===== src/hdl/pfc_pkg.sv =====
package pfc_pkg;

	// Request codes carried in req_type
	localparam logic [2:0] REQ_KEY_BEGIN = 3'd0;
	localparam logic [2:0] REQ_KEY_CHAR  = 3'd1;
	localparam logic [2:0] REQ_SEAL      = 3'd2;
	localparam logic [2:0] REQ_TEXT      = 3'd3;
	localparam logic [2:0] REQ_END       = 3'd4;

	// Letter indexes (A = 0)
	localparam logic [4:0] LTR_I = 5'd8;
	localparam logic [4:0] LTR_J = 5'd9;
	localparam logic [4:0] LTR_X = 5'd23;
	localparam logic [4:0] LTR_LAST = 5'd25;

	localparam int unsigned NUM_LETTERS = 26;
	localparam int unsigned NUM_CELLS   = 25;
	localparam logic [4:0] CELLS_FULL = 5'd25;

	localparam logic [7:0] ASCII_UC_A = 8'h41;
	localparam logic [7:0] ASCII_UC_Z = 8'h5A;
	localparam logic [7:0] ASCII_LC_A = 8'h61;
	localparam logic [7:0] ASCII_LC_Z = 8'h7A;
	localparam logic [7:0] ASCII_CASE = 8'h20;
	localparam logic [6:0] ASCII7_A   = 7'h41;

	typedef struct packed {
		logic [2:0] req_type;
		logic [7:0] char_code;
	} req_t;

	typedef struct packed {
		logic [6:0] out_letter;
		logic       pair_last;
		logic       odd_error;
	} res_t;

	// controller -> datapath
	typedef struct packed {
		logic accept;
		logic seal_step;
		logic calc;
		logic load_first;
		logic load_second;
		logic load_err;
	} cmd_t;

	// datapath -> controller
	typedef struct packed {
		logic go_seal;
		logic go_pair;
		logic go_err;
		logic seal_last;
		logic out_free;
	} sts_t;

endpackage


===== src/hdl/pfc_ctrl.sv =====
module pfc_ctrl (
	input  logic          clk,
	input  logic          arst_n,
	input  logic          req_valid,
	output logic          req_stall,
	input  pfc_pkg::sts_t sts,
	output pfc_pkg::cmd_t cmd
);

	typedef enum logic [2:0] {
		ST_IDLE,
		ST_SEAL,
		ST_CALC,
		ST_OUT0,
		ST_OUT1,
		ST_ERR
	} state_t;

	state_t state_q;

	always_comb begin
		cmd             = '0;
		cmd.accept      = req_valid && (state_q == ST_IDLE);
		cmd.seal_step   = (state_q == ST_SEAL);
		cmd.calc        = (state_q == ST_CALC);
		cmd.load_first  = (state_q == ST_OUT0) && sts.out_free;
		cmd.load_second = (state_q == ST_OUT1) && sts.out_free;
		cmd.load_err    = (state_q == ST_ERR) && sts.out_free;
	end

	assign req_stall = (state_q != ST_IDLE);

	always_ff @(posedge clk or negedge arst_n) begin
		if (!arst_n) begin
			state_q <= ST_IDLE;
		end else begin
			case (state_q)
				ST_IDLE: begin
					if (cmd.accept) begin
						if (sts.go_seal)
							state_q <= ST_SEAL;
						else if (sts.go_pair)
							state_q <= ST_CALC;
						else if (sts.go_err)
							state_q <= ST_ERR;
					end
				end
				ST_SEAL: begin
					if (sts.seal_last)
						state_q <= ST_IDLE;
				end
				ST_CALC: begin
					state_q <= ST_OUT0;
				end
				ST_OUT0: begin
					if (sts.out_free)
						state_q <= ST_OUT1;
				end
				ST_OUT1: begin
					if (sts.out_free)
						state_q <= ST_IDLE;
				end
				ST_ERR: begin
					if (sts.out_free)
						state_q <= ST_IDLE;
				end
				default: begin
					state_q <= ST_IDLE;
				end
			endcase
		end
	end

	a_accept_idle: assert property (@(posedge clk) disable iff (!arst_n)
		cmd.accept |-> (state_q == ST_IDLE && !req_stall))
		else $error("item taken outside idle");

	a_first_then_second: assert property (@(posedge clk) disable iff (!arst_n)
		cmd.load_first |=> (state_q == ST_OUT1))
		else $error("second letter of digraph skipped");

	a_one_load: assert property (@(posedge clk) disable iff (!arst_n)
		$onehot0({cmd.load_first, cmd.load_second, cmd.load_err}))
		else $error("two loads of the output register at once");

endmodule


===== src/hdl/pfc_dp.sv =====
module pfc_dp (
	input  logic          clk,
	input  logic          arst_n,
	input  pfc_pkg::req_t req_data,
	input  logic          cfg_we,
	input  logic          cfg_wdata,
	input  pfc_pkg::cmd_t cmd,
	output pfc_pkg::sts_t sts,
	output logic          res_valid,
	input  logic          res_stall,
	output pfc_pkg::res_t res_data
);

	// row of a cell index below 25
	function automatic logic [2:0] row_of(input logic [4:0] p);
		logic [2:0] r;
		if (p >= 5'd20)
			r = 3'd4;
		else if (p >= 5'd15)
			r = 3'd3;
		else if (p >= 5'd10)
			r = 3'd2;
		else if (p >= 5'd5)
			r = 3'd1;
		else
			r = 3'd0;
		return r;
	endfunction

	function automatic logic [2:0] step5(input logic [2:0] x, input logic back);
		logic [2:0] y;
		if (back)
			y = (x == 3'd0) ? 3'd4 : x - 3'd1;
		else
			y = (x == 3'd4) ? 3'd0 : x + 3'd1;
		return y;
	endfunction

	function automatic logic [4:0] cell_at(input logic [2:0] r, input logic [2:0] c);
		return 5'(r) * 5'd5 + 5'(c);
	endfunction

	logic [4:0] key_mem [pfc_pkg::NUM_CELLS];
	logic [4:0] pos_mem [pfc_pkg::NUM_LETTERS];

	logic        decrypt_q;
	logic [25:0] used_q;
	logic [4:0]  fill_q;
	logic        pend_q;
	logic [4:0]  pend_ltr_q;
	logic [4:0]  seal_q;
	logic [4:0]  pa_q, pb_q;
	logic [4:0]  ka_q, kb_q;
	logic        res_valid_q;
	pfc_pkg::res_t res_q;

	// input decode
	logic [7:0] uc;
	logic       is_ltr;
	logic [4:0] ltr;
	logic       is_text, is_end;
	logic [4:0] pair_b;

	always_comb begin
		uc = req_data.char_code;
		if (uc >= pfc_pkg::ASCII_LC_A && uc <= pfc_pkg::ASCII_LC_Z)
			uc = uc - pfc_pkg::ASCII_CASE;
		is_ltr = (uc >= pfc_pkg::ASCII_UC_A) && (uc <= pfc_pkg::ASCII_UC_Z);
		ltr = 5'(uc - pfc_pkg::ASCII_UC_A);
		if (ltr == pfc_pkg::LTR_J)
			ltr = pfc_pkg::LTR_I;
	end

	assign is_text = (req_data.req_type == pfc_pkg::REQ_TEXT) && is_ltr;
	assign is_end  = (req_data.req_type == pfc_pkg::REQ_END);

	// partner of the pending letter: X on a doubled letter or an encrypt tail
	assign pair_b = (is_end || (!decrypt_q && pend_ltr_q == ltr)) ? pfc_pkg::LTR_X : ltr;

	assign sts.go_seal   = (req_data.req_type == pfc_pkg::REQ_SEAL);
	assign sts.go_pair   = pend_q && (is_text || (is_end && !decrypt_q));
	assign sts.go_err    = pend_q && is_end && decrypt_q;
	assign sts.seal_last = (seal_q == pfc_pkg::LTR_LAST);
	assign sts.out_free  = !res_valid_q || !res_stall;

	// append one letter to the square
	logic       app_en;
	logic [4:0] app_ltr;

	always_comb begin
		app_ltr = cmd.seal_step ? seal_q : ltr;
		app_en  = 1'b0;
		if (cmd.seal_step)
			app_en = 1'b1;
		else if (cmd.accept && req_data.req_type == pfc_pkg::REQ_KEY_CHAR && is_ltr)
			app_en = 1'b1;
		app_en = app_en && !used_q[app_ltr] && (fill_q < pfc_pkg::CELLS_FULL);
	end

	// digraph rule
	logic [4:0] ca_p, cb_p;
	logic [2:0] ra, rb, ca, cb, nra, nrb, nca, ncb;
	logic [4:0] na, nb;

	always_comb begin
		ca_p = (pa_q < pfc_pkg::CELLS_FULL) ? pa_q : 5'd0;
		cb_p = (pb_q < pfc_pkg::CELLS_FULL) ? pb_q : 5'd0;
		ra = row_of(ca_p);
		rb = row_of(cb_p);
		ca = 3'(ca_p - cell_at(ra, 3'd0));
		cb = 3'(cb_p - cell_at(rb, 3'd0));
		nra = step5(ra, decrypt_q);
		nrb = step5(rb, decrypt_q);
		nca = step5(ca, decrypt_q);
		ncb = step5(cb, decrypt_q);
		if (ra == rb) begin
			na = cell_at(ra, nca);
			nb = cell_at(rb, ncb);
		end else if (ca == cb) begin
			na = cell_at(nra, ca);
			nb = cell_at(nrb, cb);
		end else begin
			na = cell_at(ra, cb);
			nb = cell_at(rb, ca);
		end
	end

	always_ff @(posedge clk) begin
		if (app_en) begin
			key_mem[fill_q] <= app_ltr;
			pos_mem[app_ltr] <= fill_q;
		end
		if (cmd.accept) begin
			pa_q <= pos_mem[pend_ltr_q];
			pb_q <= pos_mem[pair_b];
		end
		if (cmd.calc) begin
			ka_q <= key_mem[na];
			kb_q <= key_mem[nb];
		end
	end

	always_ff @(posedge clk or negedge arst_n) begin
		if (!arst_n) begin
			decrypt_q   <= 1'b0;
			used_q      <= 26'(1) << pfc_pkg::LTR_J;
			fill_q      <= '0;
			pend_q      <= 1'b0;
			pend_ltr_q  <= '0;
			seal_q      <= '0;
			res_valid_q <= 1'b0;
		end else begin
			if (cfg_we)
				decrypt_q <= cfg_wdata;
			if (app_en) begin
				used_q[app_ltr] <= 1'b1;
				fill_q <= fill_q + 5'd1;
			end
			if (cmd.seal_step)
				seal_q <= seal_q + 5'd1;
			if (cmd.accept) begin
				case (req_data.req_type)
					pfc_pkg::REQ_KEY_BEGIN: begin
						used_q     <= 26'(1) << pfc_pkg::LTR_J;
						fill_q     <= '0;
						pend_q     <= 1'b0;
						pend_ltr_q <= '0;
					end
					pfc_pkg::REQ_SEAL: begin
						seal_q <= '0;
					end
					pfc_pkg::REQ_TEXT: begin
						if (is_ltr) begin
							if (!pend_q) begin
								pend_q     <= 1'b1;
								pend_ltr_q <= ltr;
							end else if (decrypt_q || pend_ltr_q != ltr) begin
								pend_q     <= 1'b0;
								pend_ltr_q <= '0;
							end
						end
					end
					pfc_pkg::REQ_END: begin
						pend_q     <= 1'b0;
						pend_ltr_q <= '0;
					end
					default: begin
					end
				endcase
			end
			if (cmd.load_first || cmd.load_second || cmd.load_err)
				res_valid_q <= 1'b1;
			else if (!res_stall)
				res_valid_q <= 1'b0;
		end
	end

	always_ff @(posedge clk) begin
		if (cmd.load_first) begin
			res_q.out_letter <= pfc_pkg::ASCII7_A + 7'(ka_q);
			res_q.pair_last  <= 1'b0;
			res_q.odd_error  <= 1'b0;
		end else if (cmd.load_second) begin
			res_q.out_letter <= pfc_pkg::ASCII7_A + 7'(kb_q);
			res_q.pair_last  <= 1'b1;
			res_q.odd_error  <= 1'b0;
		end else if (cmd.load_err) begin
			res_q.out_letter <= '0;
			res_q.pair_last  <= 1'b0;
			res_q.odd_error  <= 1'b1;
		end
	end

	assign res_valid = res_valid_q;
	assign res_data  = res_q;

	a_fill_bound: assert property (@(posedge clk) disable iff (!arst_n)
		fill_q <= pfc_pkg::CELLS_FULL)
		else $error("key square overfilled");

	a_key_begin_clears: assert property (@(posedge clk) disable iff (!arst_n)
		(cmd.accept && req_data.req_type == pfc_pkg::REQ_KEY_BEGIN)
		|=> (!pend_q && fill_q == 5'd0))
		else $error("key begin left text or fill state behind");

	a_err_payload: assert property (@(posedge clk) disable iff (!arst_n)
		(res_valid_q && res_q.odd_error) |-> (res_q.out_letter == 7'd0 && !res_q.pair_last))
		else $error("odd tail beat carries a letter");

endmodule


===== src/hdl/playfair_digraph_cipher.sv =====
// Playfair cipher with an on-chip 5x5 key square.
// Request channel (req_valid / req_stall / req_data): each beat carries a
// request type and a byte. Key begin, key character and unused codes, and text
// or end beats that produce no output, are taken without leaving idle. A seal
// beat walks the 26 letters through the append unit one per cycle, with req_stall high during the walk.
// A text beat that completes a digraph (or an end beat that pads one) fetches
// both letter positions from the position memory as it is taken; a lookup
// state then applies the row, column or rectangle rule and reads the two key
// cells, and two output states load the first and then the second letter,
// each once the output register is free. An odd decrypt tail gives one error
// beat, loaded in an error state after the end beat, and the block takes the
// next request once that beat is in the output register.
// Result channel (res_valid / res_stall / res_data): one letter per beat,
// pair_last set on the second letter of each digraph. An output register
// holds the beat while res_stall is high; the block keeps req_stall high
// until every letter of the current item has been loaded into that register.
// The user writes decrypt_mode through cfg_we / cfg_wdata only while idle; the block does not enforce this.
// Reset (arst_n low) clears the mode to encrypt, the used-letter marks to
// J only, the fill count and the pending letter; the key square and position
// memories hold nothing useful until a key has been sealed.
module playfair_digraph_cipher (
	input  logic          clk,
	input  logic          arst_n,
	input  logic          req_valid,
	output logic          req_stall,
	input  pfc_pkg::req_t req_data,
	output logic          res_valid,
	input  logic          res_stall,
	output pfc_pkg::res_t res_data,
	input  logic          cfg_we,
	input  logic          cfg_wdata
);

	pfc_pkg::cmd_t cmd;
	pfc_pkg::sts_t sts;

	// sequencing: accept, seal walk, lookup, output beats
	pfc_ctrl u_ctrl (
		.clk       (clk),
		.arst_n    (arst_n),
		.req_valid (req_valid),
		.req_stall (req_stall),
		.sts       (sts),
		.cmd       (cmd)
	);

	// square memories, text pairing and the output register
	pfc_dp u_dp (
		.clk       (clk),
		.arst_n    (arst_n),
		.req_data  (req_data),
		.cfg_we    (cfg_we),
		.cfg_wdata (cfg_wdata),
		.cmd       (cmd),
		.sts       (sts),
		.res_valid (res_valid),
		.res_stall (res_stall),
		.res_data  (res_data)
	);

endmodule


===== config.mk =====
export PLATFORM = sky130hd
export DESIGN_NAME = playfair_digraph_cipher
export DESIGN_NICKNAME = d
export VERILOG_FILES = /design/src/hdl/pfc_pkg.sv /design/src/hdl/pfc_ctrl.sv /design/src/hdl/pfc_dp.sv /design/src/hdl/playfair_digraph_cipher.sv
export SDC_FILE = /design/constraint.sdc
export NUM_CORES = 1
export LEC_CHECK = 0
export BUFFER_PORTS_ARGS = -buffer_cell sky130_fd_sc_hd__buf_4
export CAP_MARGIN = 20
export CORE_ASPECT_RATIO = 0.8
export CORE_MARGIN = 2
export CORE_UTILIZATION = 30
export DETAILED_ROUTE_END_ITERATION = 10
export HOLD_SLACK_MARGIN = 0.05
export SLEW_MARGIN = 0
export SYNTH_ARGS = -nofsm -noshare
export SYNTH_HDL_FRONTEND = slang
export SYNTH_SLANG_ARGS = --single-unit

===== constraint.sdc =====
create_clock -name clk -period 5.9 [get_ports clk]
set_input_delay 0 -clock clk [delete_from_list [all_inputs] [get_ports clk]]
set_output_delay 0 -clock clk [all_outputs]
set_load 0.005 [all_outputs]

==> results.json <==
{
  "status": "finished, final reports clean",
  "skew_ps": 34.34,
  "io_buffers": 27,
  "drc_errors": 0,
  "wl_per_cell_um": 22.53,
  "fp.coreArea_mm2": 0.05966,
  "critPathLaunchType": "flop",
  "synth_top_cell_area_share_pct": 46.72,
  "slew_headroom_pct": 16.72,
  "clock_path_buffers": 3,
  "fill_cells": 5798,
  "startpoint": "u_dp.pa_q[1]$_DFFE_PP_",
  "vias_per_cell": 5.565,
  "synth_warnings": 0,
  "ioPinCount": 28,
  "ctsHtreeMaxLevel": 2,
  "endpoint_kind": "flop",
  "ys_ff_latch": 331,
  "yosys-top-cells-count": "edfxtp_1 (282), nand2_1 (177), nor2_1 (106)",
  "route.met2.wl_um": 23370,
  "synth_nets": 1572,
  "drt-initial-drc-count": 1653,
  "gp_congestion": 0.9373,
  "dp_hpwl_um": 38070,
  "die_y_um": 223.8,
  "cap_viol_max_count": 0,
  "numCtsBuffers": 38,
  "crit_arrival_ps": 6070,
  "post-route-period-util_pct": 97.82,
  "nets": 1654,
  "required_ps": 6200,
  "grt_pass1_wl_um": 80170,
  "setup_viol": 0,
  "path_clk_slew_ps": 70,
  "ys_seq_area_share_pct": 53.44,
  "synth_edf_count": 282,
  "crit_type": "flop to flop",
  "dr_total_vias": 13270,
  "grt_usage_pct": 16.98,
  "final_layout_size_suffix_gt1_share_pct": 18.58,
  "dp_worst_setup_slack_ps": -46.97,
  "critPathMaxFanout": 8,
  "reg2reg_from": "u_dp.pa_q[1]$_DFFE_PP_",
  "start_util_pct": 30.38,
  "clk-insertion-delay-late_ps": 580,
  "finalCriticalPeriod_ps": 5772,
  "grt_max_degree": 48,
  "synth_most_common_cell": "edfxtp_1",
  "ant_nets": 0,
  "avgSynthCellArea_um2": 12.15,
  "synthArstFlopShare_pct": 14.20,
  "netlist_area_mm2": 0.01812,
  "tightest_slew_ps": 1234,
  "drt-met1-wl_um": 23800,
  "die_area_mm2": 0.06241,
  "cts_sinks": 331,
  "clockRootBuffer": "clkbuf_16",
  "hold_violations": 0,
  "die_w_um": 278.8,
  "fmax_mhz": 173.3,
  "grt_pass1_vias": 12870,
  "dr.pass1.iters": 5,
  "wl_um": 53710,
  "rows": 80,
  "yosysTopAreaCell": "edfxtp_1",
  "grt-ovfl-total": 0,
  "synthFlopType": "edfxtp_1",
  "synth_area_leaders": "edfxtp_1 (47%), mux4_2 (7.6%), dfrtp_1 (6.4%)",
  "wl_met3_um": 5643,
  "synth_cell_types": 83,
  "antenna_found_initial": 2,
  "setup_slack_ps": 128.4,
  "cts_tree": "built",
  "syn_inst": 1492,
  "syn_to_final_growth_pct": 15.93,
  "finalMaxSlewViolations": 0,
  "hold_class": "primary input to asynchronous set/reset pin",
  "topRoutingLayerUsed": "met5"
}
==> through the flow <==
step                      instance area [um2]  utilization, %  std cells  setup TNS, ps  hold WS [ps]
after floorplan                         18120               -       1492              0        -295.6
after global placement                  19550           32.77       2296              0         81.78
after detailed placement                19550           32.77       2296         -46.97         89.71
after CTS                               20930           35.08       2380              0         56.44
after global routing                    21010           35.22       2384         -187.2         131.6
final                                   21010           35.22       2384              0         45.23
==> critical path, cell delays in order, from the launching register on <==
cell and delay, ps:
edfxtp_1 510, o21ai_0 250, a21oi_1 110, a31oi_2 260, inv_1 130, nand2_1 110, inv_1 90, ha_1 200
fa_1 390, or4_4 570, and2_2 250, or3_1 320, a21oi_1 150, a21oi_1 90, ha_1 350, a21oi_1 180
nor3b_1 200, nor4_1 80, buf_4 150, or3_1 430, a221o_1 300, o22ai_1 280, nor4_1 90
==> sequential cells by signal, indices dropped and copies added, names as in the netlist, 9 cells and up <==
name           count
u_dp.used_q       26
u_dp.res_data      9
u_dp.key_mem     125
u_dp.pos_mem     130
==> per-layer routing <==
metal,vias up,global-route usage (%)
li1,5910,-
met2,637,25.29
met3,70,4.558
met5,-,0
met1,6648,24.58
met4,2,3.989
==> layout by cell type (no fill, tap or decap), types with 10 or more instances in the layout <==
master           n
nand2b_1        11
o22ai_1         25
a221oi_1        11
clkbuf_1        18
a21o_1          25
mux2i_1         69
inv_1           41
mux2_2          13
a21oi_1         70
nand2_1        177
xnor2_1         24
a31oi_1         32
nor2_1         102
ha_1            55
buf_4          109
clkbuf_16       38
nor3_1          29
dlygate4sd3_1   14
nand3_1         34
dfrtp_1         45
a211oi_1        15
o21a_1          11
mux4_2          61
nor4_1          13
or3_1           12
o31ai_1         12
xor2_1          10
o21ai_0         42
edfxtp_1       282
==> final cells by class <==
type                       instances  area (um2)  area share, %
inverter                          44       165.2         0.7860
sequential                       331        9687          46.10
antenna                            1       2.502        0.01191
tap                              779       974.7          4.639
timing repair buffer             124       978.4          4.656
clock buffer                      61        1087          5.174
multi-input combinational       1035        7978          37.97
clock inverter                     9       140.1         0.6669
==> path summary, 6_finish.rpt <==
check	endpoint	slack, ps	depth (start not counted)
min in group clk	u_dp.pend_ltr_q[3]$_DFFE_PN0P_	110	4
worst min register to register	u_dp.used_q[18]$_DFF_PN0_	470	1
worst max-delay path	u_dp.ka_q[2]$_DFFE_PN_	130	22
worst max register to register	u_dp.ka_q[2]$_DFFE_PN_	130	22
max in group asynchronous	u_dp.pend_ltr_q[1]$_DFFE_PN0P_	5320	2
worst min-delay path	u_dp.used_q[20]$_DFF_PN0_	50	2
==> cells by family after synthesis <==
| group | share of synthesized area [%] |
|---|---|
| flops | 53.44 |
| compound gates | 12.56 |
| xor+xnor | 1.767 |
| simple gates | 12.31 |
| mux | 12.20 |
| buf+inv | 3.051 |
| fa+ha+maj | 4.680 |
==> timing repair <==
| item | in CTS | in global routing |
|---|---|---|
| gates cloned | 0 | 1 |
| pin swaps | 0 | 1 |
| resized for setup | 1 | 13 |
| endpoints found under the hold margin | 72 | 0 |
| hold buffers | 14 | 0 |
| setup endpoints to repair | 1 | 10 |
| buffers inserted | 0 | 2 |
Power is not shown: default switching activity piles up to over one toggle a cycle in this logic, so the estimate is an artifact.
